## config.mk

```make
export PLATFORM = sky130hd
export DESIGN_NAME = gbf_ctrl
export DESIGN_NICKNAME = d
export VERILOG_FILES = /design/src/gbf_pkg.sv /design/src/gbf_ctrl.sv
export SDC_FILE = /design/constraint.sdc
export NUM_CORES = 1
export LEC_CHECK = 0
export BUFFER_PORTS_ARGS = -buffer_cell sky130_fd_sc_hd__buf_2
export CAP_MARGIN = 20
export CORE_AREA = 2 2 39 41
export CTS_CLUSTER_SIZE = 8
export DETAILED_ROUTE_END_ITERATION = 8
export DIE_AREA = 0 0 41 43
export GPL_TIMING_DRIVEN = 0
export PLACE_DENSITY = 0.67
export SYNTH_ARGS = -nofsm -noshare
export SYNTH_HDL_FRONTEND = slang
export SYNTH_SLANG_ARGS = --single-unit
```

## constraint.sdc

```tcl
create_clock -name clk -period 1.7 [get_ports clk]
set_input_delay 0.34 -clock clk [delete_from_list [all_inputs] [get_ports clk]]
set_output_delay 0.34 -clock clk [all_outputs]
set_load 0.03 [all_outputs]
```

## src/gbf_pkg.sv

```systemverilog
// Shared types and constants for the graph bridge finder.
// Holds the controller states, datapath commands and status struct.
// No dependencies.
`timescale 1ns / 1ps

package gbf_pkg;

  localparam int FieldW  = 5;
  localparam int CountW  = 6;
  localparam int MaxEmit = 31;

  typedef enum logic [3:0] {
    ST_IDLE,
    ST_INIT,
    ST_ROOT,
    ST_LOAD,
    ST_SCAN,
    ST_POP,
    ST_HDR,
    ST_FIND,
    ST_BR,
    ST_CLEAR
  } state_t;

  typedef enum logic [3:0] {
    OP_NONE,
    OP_ADD,
    OP_INIT,
    OP_ROOT,
    OP_LOAD,
    OP_SCAN,
    OP_POP,
    OP_HDR_NEXT,
    OP_FIND,
    OP_BR_NEXT,
    OP_CLEAR
  } dp_op_t;

  typedef struct packed {
    logic root_end;
    logic root_seen;
    logic scan_end;
    logic scan_hit;
    logic depth_zero;
    logic find_hit;
    logic emit_zero;
    logic emit_last;
  } dp_status_t;

endpackage

```

## src/gbf_ctrl.sv

```systemverilog
// Controller state machine for the graph bridge finder.
// Depends on gbf_pkg; drives gbf_datapath through commands and status.
`timescale 1ns / 1ps

module gbf_ctrl import gbf_pkg::*; (
  input  logic       clk,
  input  logic       rst,
  input  logic       in_valid,
  input  logic       in_run,
  output logic       in_ready,
  output logic       out_valid,
  output logic       out_bridge,
  input  logic       out_ready,
  input  dp_status_t st,
  output dp_op_t     op
);

  state_t state, state_next;

  // State register.
  always_ff @(posedge clk) begin
    if (rst) begin
      state <= ST_IDLE;
    end else begin
      state <= state_next;
    end
  end

  // Next state and command decode.
  always_comb begin
    state_next = state;
    op         = OP_NONE;
    in_ready   = 1'b0;
    out_valid  = 1'b0;
    out_bridge = 1'b0;
    case (state)
      ST_IDLE: begin
        in_ready = 1'b1;
        if (in_valid) begin
          if (in_run) begin
            state_next = ST_INIT;
          end else begin
            op = OP_ADD;
          end
        end
      end
      ST_INIT: begin
        op         = OP_INIT;
        state_next = ST_ROOT;
      end
      ST_ROOT: begin
        if (st.root_end) begin
          state_next = ST_HDR;
        end else begin
          op = OP_ROOT;
          if (!st.root_seen) begin
            state_next = ST_LOAD;
          end
        end
      end
      ST_LOAD: begin
        op         = OP_LOAD;
        state_next = ST_SCAN;
      end
      ST_SCAN: begin
        op = OP_SCAN;
        if (st.scan_end) begin
          state_next = ST_POP;
        end else if (st.scan_hit) begin
          state_next = ST_LOAD;
        end
      end
      ST_POP: begin
        op         = OP_POP;
        state_next = st.depth_zero ? ST_ROOT : ST_LOAD;
      end
      ST_HDR: begin
        out_valid = 1'b1;
        if (out_ready) begin
          op         = OP_HDR_NEXT;
          state_next = st.emit_zero ? ST_CLEAR : ST_FIND;
        end
      end
      ST_FIND: begin
        if (st.find_hit) begin
          state_next = ST_BR;
        end else begin
          op = OP_FIND;
        end
      end
      ST_BR: begin
        out_valid  = 1'b1;
        out_bridge = 1'b1;
        if (out_ready) begin
          op         = OP_BR_NEXT;
          state_next = st.emit_last ? ST_CLEAR : ST_FIND;
        end
      end
      ST_CLEAR: begin
        op         = OP_CLEAR;
        state_next = ST_IDLE;
      end
      default: begin
        state_next = ST_IDLE;
      end
    endcase
  end

`ifndef SYNTHESIS
  a_no_overlap: assert property (@(posedge clk) disable iff (rst)
    !(in_ready && out_valid))
    else $error("input and output both open");

  a_run_starts: assert property (@(posedge clk) disable iff (rst)
    (state == ST_IDLE && in_valid && in_run) |=> (state == ST_INIT))
    else $error("run beat did not start the search");

  a_empty_run: assert property (@(posedge clk) disable iff (rst)
    (state == ST_HDR && out_ready && st.emit_zero) |=> (state == ST_CLEAR))
    else $error("empty run did not end after header");
`endif

endmodule

```

# Word level (Yosys, flattened, before mapping)
# Cells that the tools add are included.
# word_totals
register_bits	4
input_bits	13
output_inout_bits	7
# classes
eq_ne	16
mux	23
n_reduce_logical	3
# op_table
op	count
two-way mux 4 bit	13
case mux 4 bit (10 select lines)	1
case mux 4 bit (9 select lines)	1
equality test 4 x 3 -> 1 bit (second input constant)	4
inequality test 2 bit (second input constant)	5
equality test 4 x 2 -> 1 bit (second input constant)	2
equality test 4 bit (second input constant)	2
AND reduction 7 bit	1
two-way mux 1 bit	6
inequality test 3 bit (second input constant)	2
equality test 4 x 1 -> 1 bit (second input constant)	1
zero test 4 bit	1
two-way mux 3 bit	1
two-way mux 2 bit	1
OR reduction 2 bit	1

# Logic depth before layout (Yosys ltp)
# logic_depth
ltp_word	3
ltp_mapped	7
mapped_depth_nobuf	5

# Worst setup path before layout
# No wires, ideal clock.
# synth_path
kind	register to register
from	register state[1]
to	register state[1]
setup_ns	0.087
arrival_time_ns	2.129
required_ns	1.613
path_slack_ns	-0.516
stages_incl_launch_ff	7
path_buffers	1
cell_sequence	dfxtp_1 buf_4 nor4_1 nand2_1 nand4_4 nor2_1 o31ai_1
# synth_between
elab_chain_len	3
# synth_rtl
element	line	text
from (decl)	gbf_ctrl.sv:18	state_t state, state_next;
from (signal assigned)	gbf_ctrl.sv:25	state <= state_next;
equality test 4 x 2 -> 1 bit (tied with other cells)	gbf_ctrl.sv:36	case (state)
inequality test 3 bit (no source line) or inequality test 2 bit (tied branches)	--	
AND reduction 7 bit (no source line)	--	
# Parallel ways exist; a longest one is shown, timed or not.
# A chain may end at the register's enable or synchronous reset.

# Final worst setup path
# layout_path
from	register state[1]
to	output op[0]
# layout_between
elab_chain_len	2
# layout_rtl
element	line	text
equality test 4 bit (tied with other cells)	gbf_ctrl.sv:36	
case mux 4 bit (10 select lines) *	gbf_ctrl.sv:36	
to (decl)	gbf_ctrl.sv:15	output dp_op_t op
# Mark *: on every way between the ends. The rest lies on a longest branch, timed or not.

==> reports/metrics.sh <==
POWER.DENSITY_CELL_AREA_nW_PER_UM2=958
STD_CELL_ROWS=14
CTS_MAX_PATH_BUFFERS=2
WORST_SLEW_MARGIN=0.814
ASYNC_FLOP_SHARE=0
DIE-HEIGHT_UM=43
GP_ROUTABILITY_CONGESTION=0.778
DETAIL_ROUTE.VIAS_PER_CELL=5.61
DETAIL_ROUTE.DRC_VIOLATIONS=0
POSTROUTEWIRELENGTH_MM=1.66
LARGESTREGISTERS='state: 4 flops'
NFILLCELLS=138
GRT_START_MAX_NET_PINS=11
GRT_FIRST_PASS_WIRELENGTH_MM=2.46
SLEW_VIOL_FINAL=0
PERIOD_SHARE=1.06
FINAL_CELL_AREA_UM2=808
TRACK_USAGE=0.201
P_LEAK_nW=0.350
CP_MAX_FO=3
PORT_BUFFERS=19
SYNTH_TOP_CELL_AREA_SHARE=0.152
WORSTSETUPSTARTPOINTTYPE='register'
POST_SYNTH_NUM_CELL_TYPES=36
WORST_SETUP_HOLD_PATH_CLK_SLEW_NS=0.03
CELL_COUNT_AFTER_PLACEMENT=109
YOSYSSEQAREASHARE=0.152
SUMMED_INSTANCE_AREA_OF_THE_SYNTHESIZED_NETLIST_UM2=526
SETUP_VIOL_COUNT_FINAL=3
HOLD_VIOLATIONS=0
MAX_FLOP_REGISTER='state'
SYNTHESIS.AREA_PER_INSTANCE_UM2=7.10
CAP_VIOL_MAX_COUNT=0
FINAL_LAYOUT_SIZE_SUFFIX_GT1_FRAC=0.515
FIRST_GLOBAL_VIAS=587
NUMBER_OF_NETS_AT_THE_END_OF_THE_FLOW=118
CRIT_ARRIVAL_NS=1.46
POST-ROUTE-UTIL=0.584
SYNTHCELLS=74
OUTCOME='complete, but fails checks'
DPL.HPWL_MM=1.10
INITIAL_UTILIZATION=0.380
DIEWIDTH_UM=41
DOMINANTREGCELLSYNTH='sky130_fd_sc_hd__dfxtp_1'
TOTAL_NUMBER_OF_VIAS=667
SYNTHMOSTINSTANTIATEDCELL='sky130_fd_sc_hd__nor2_1'
SLOWEST_CELL_ON_THE_CRITICAL_PATH='sky130_fd_sc_hd__dfxtp_2'
YOSYS_REGISTER_BITS=4
WORST_PIN_SLEW_NS=0.274
MOST_NUMEROUS_CELL_TYPES_IN_THE_SYNTHESIZED_NETLIST='sky130_fd_sc_hd__nor2_1 (10), sky130_fd_sc_hd__o21ai_0 (9), sky130_fd_sc_hd__nand2_1 (6)'
YOSYSWARNINGS=0
FAILING_CHECKS='negative setup slack'
PLACEMENT_STAGE_CELL_AREA_UM2=663
UNREPAIRED_SETUP_ENDPOINTS_AFTER_GLOBAL_ROUTING='true'
FP.COREAREA_UM2=1380
F_MAX_MHz=557
SETUP_WS_POST_LAYOUT_NS=-0.0952
MIN_PERIOD_NS=1.80
NUMCTSBUFFERS=3
N_ANTENNA_CELL=0
NUMBER_OF_ANTENNA_VIOLATIONS_AT_THE_FIRST_CHECK_IN_GLOBAL_ROUTING=0
FLOORPLAN.DIE_AREA_UM2=1760
FIN_CELLS=119
FLOW.AREA_GROWTH_FROM_SYNTHESIS_PCT=53.8
SYNTH.NET_COUNT=87
PRE_CTS_WS_NS=-0.0224
BOUNDARYPINS=20
SLOWEST_DELAY_NS=0.34
WORSTSETUPPATHTYPE='reg -> out'
SYNTH-EDFF-COUNT=0
DRT-WIRELENGTH-PER-CELL_UM=13.9
SYNTH.LARGEST_AREA_CELL='sky130_fd_sc_hd__dfxtp_1'
IR_WORST_VDD_V=0.000460
LARGEST_REG_FLOPS=4
WORSTPATHREQUIRED_NS=1.36
GRT_REMAINING_OVERFLOW=0
YOSYS-TOP-CELLS-AREA='sky130_fd_sc_hd__dfxtp_1 (15%), sky130_fd_sc_hd__o21ai_0 (8.6%), sky130_fd_sc_hd__nor2_1 (7.1%)'
CLK_LATENCY_NS=0.23
TRITONCTS='yes'
DR.PASS1.ITERS=4
CLOCK-SKEW-FINAL_NS=0.000437
PATH_COMMON_CELL='sky130_fd_sc_hd__buf_6'
TIMING.HOLD.WORST.CLASS='in -> reg'
VIOLATION_COUNT_AFTER_THE_FIRST_DETAILED_ROUTING_ITERATION=18
ANTENNA_VIOLATING_NETS_POST_ROUTE=0
ENDPOINT_KIND='primary output'
P_TOTAL_uW=774
H-TREE-DEPTH=1
ROOT_BUFFER='sky130_fd_sc_hd__clkbuf_4'
CTS.SINK_COUNT=4
CRITICAL_PATH.CELL_CHAIN='buf_6 > and2b_1 > o21ai_2 > nor3_2 > a31o_2 > buf_6'
## worst paths after layout
path / startpoint / end / slack (ns) / depth (start not counted)
setup / recovery: state[1] / op[0] / -0.1 / 6
hold / removal: rst / state[3] / 0.35 / 2
setup reg to reg: state[1] / state[2] / 0.03 / 7
hold reg to reg: state[3] / state[3] / 0.72 / 3
## worst max-delay path, delay by kind of cell (launching register included)
kind | cells | cell delay (ns)
buf+inv | 2 | 0.23
simple gates | 2 | 0.42
flops | 1 | 0.34
compound gates | 2 | 0.25
## cells by family (layout without fill, tap and decap cells)
family	count (synthesis)	count (layout)	share of synthesized area
compound gates	23	23	0.286
buf+inv	11	40	0.121
flops	4	4	0.152
simple gates	36	36	0.441
## per-stage QoR
stage | TNS, ns | hold WS [ns]
final | -0.202 | 0.349
after global routing | -0.579 | 0.337
after CTS | -0.143 | 0.340
after detailed placement | -0.0535 | 0.588
after global placement | -0.129 | 0.580
after floorplan | 0 | 0.409
## cell usage in the layout (no fill, tap or decap), types with 2 or more instances in the layout
master / n
sky130_fd_sc_hd__a21oi_1: 4
sky130_fd_sc_hd__a31o_2: 2
sky130_fd_sc_hd__buf_2: 13
sky130_fd_sc_hd__buf_4: 13
sky130_fd_sc_hd__buf_6: 6
sky130_fd_sc_hd__clkbuf_4: 3
sky130_fd_sc_hd__dfxtp_2: 2
sky130_fd_sc_hd__inv_1: 4
sky130_fd_sc_hd__nand2_1: 6
sky130_fd_sc_hd__nor2_1: 9
sky130_fd_sc_hd__o21ai_0: 4
sky130_fd_sc_hd__o21ai_1: 4
sky130_fd_sc_hd__o31ai_1: 2
sky130_fd_sc_hd__or3b_4: 2
sky130_fd_sc_hd__or4_1: 2
## report_power, final
part,internal [mW],leakage [nW],switching (mW)
Sequential,0.110,0.0343,0.0113
Clock,0.0786,0.0138,0.0342
Combinational,0.262,0.302,0.278
## layer usage
layer	vias up	track usage	routed length, um
li1	330	-	-
met1	318	0.256	731
met2	19	0.319	857
met3	0	0.0733	70
met4	0	0.0267	0
met5	-	0	0
## what timing repair did
item	in CTS	in global routing
setup endpoints to repair	6	10
hold endpoints to repair	0	0
gates resized for setup	23	7
setup buffers	6	2
pin swaps	2	6
hold buffers	0	0
## layout make-up
type,instances,area (um2),share of cell area
buffer,5,50.0,0.0619
clock buffer,3,22.5,0.0279
inverter,5,18.8,0.0232
multi-input combinational,59,430,0.533
sequential,4,86.3,0.107
tap,16,20.0,0.0248
timing repair buffer,27,180,0.223
Note: power is estimated with default switching activity, not from simulation.
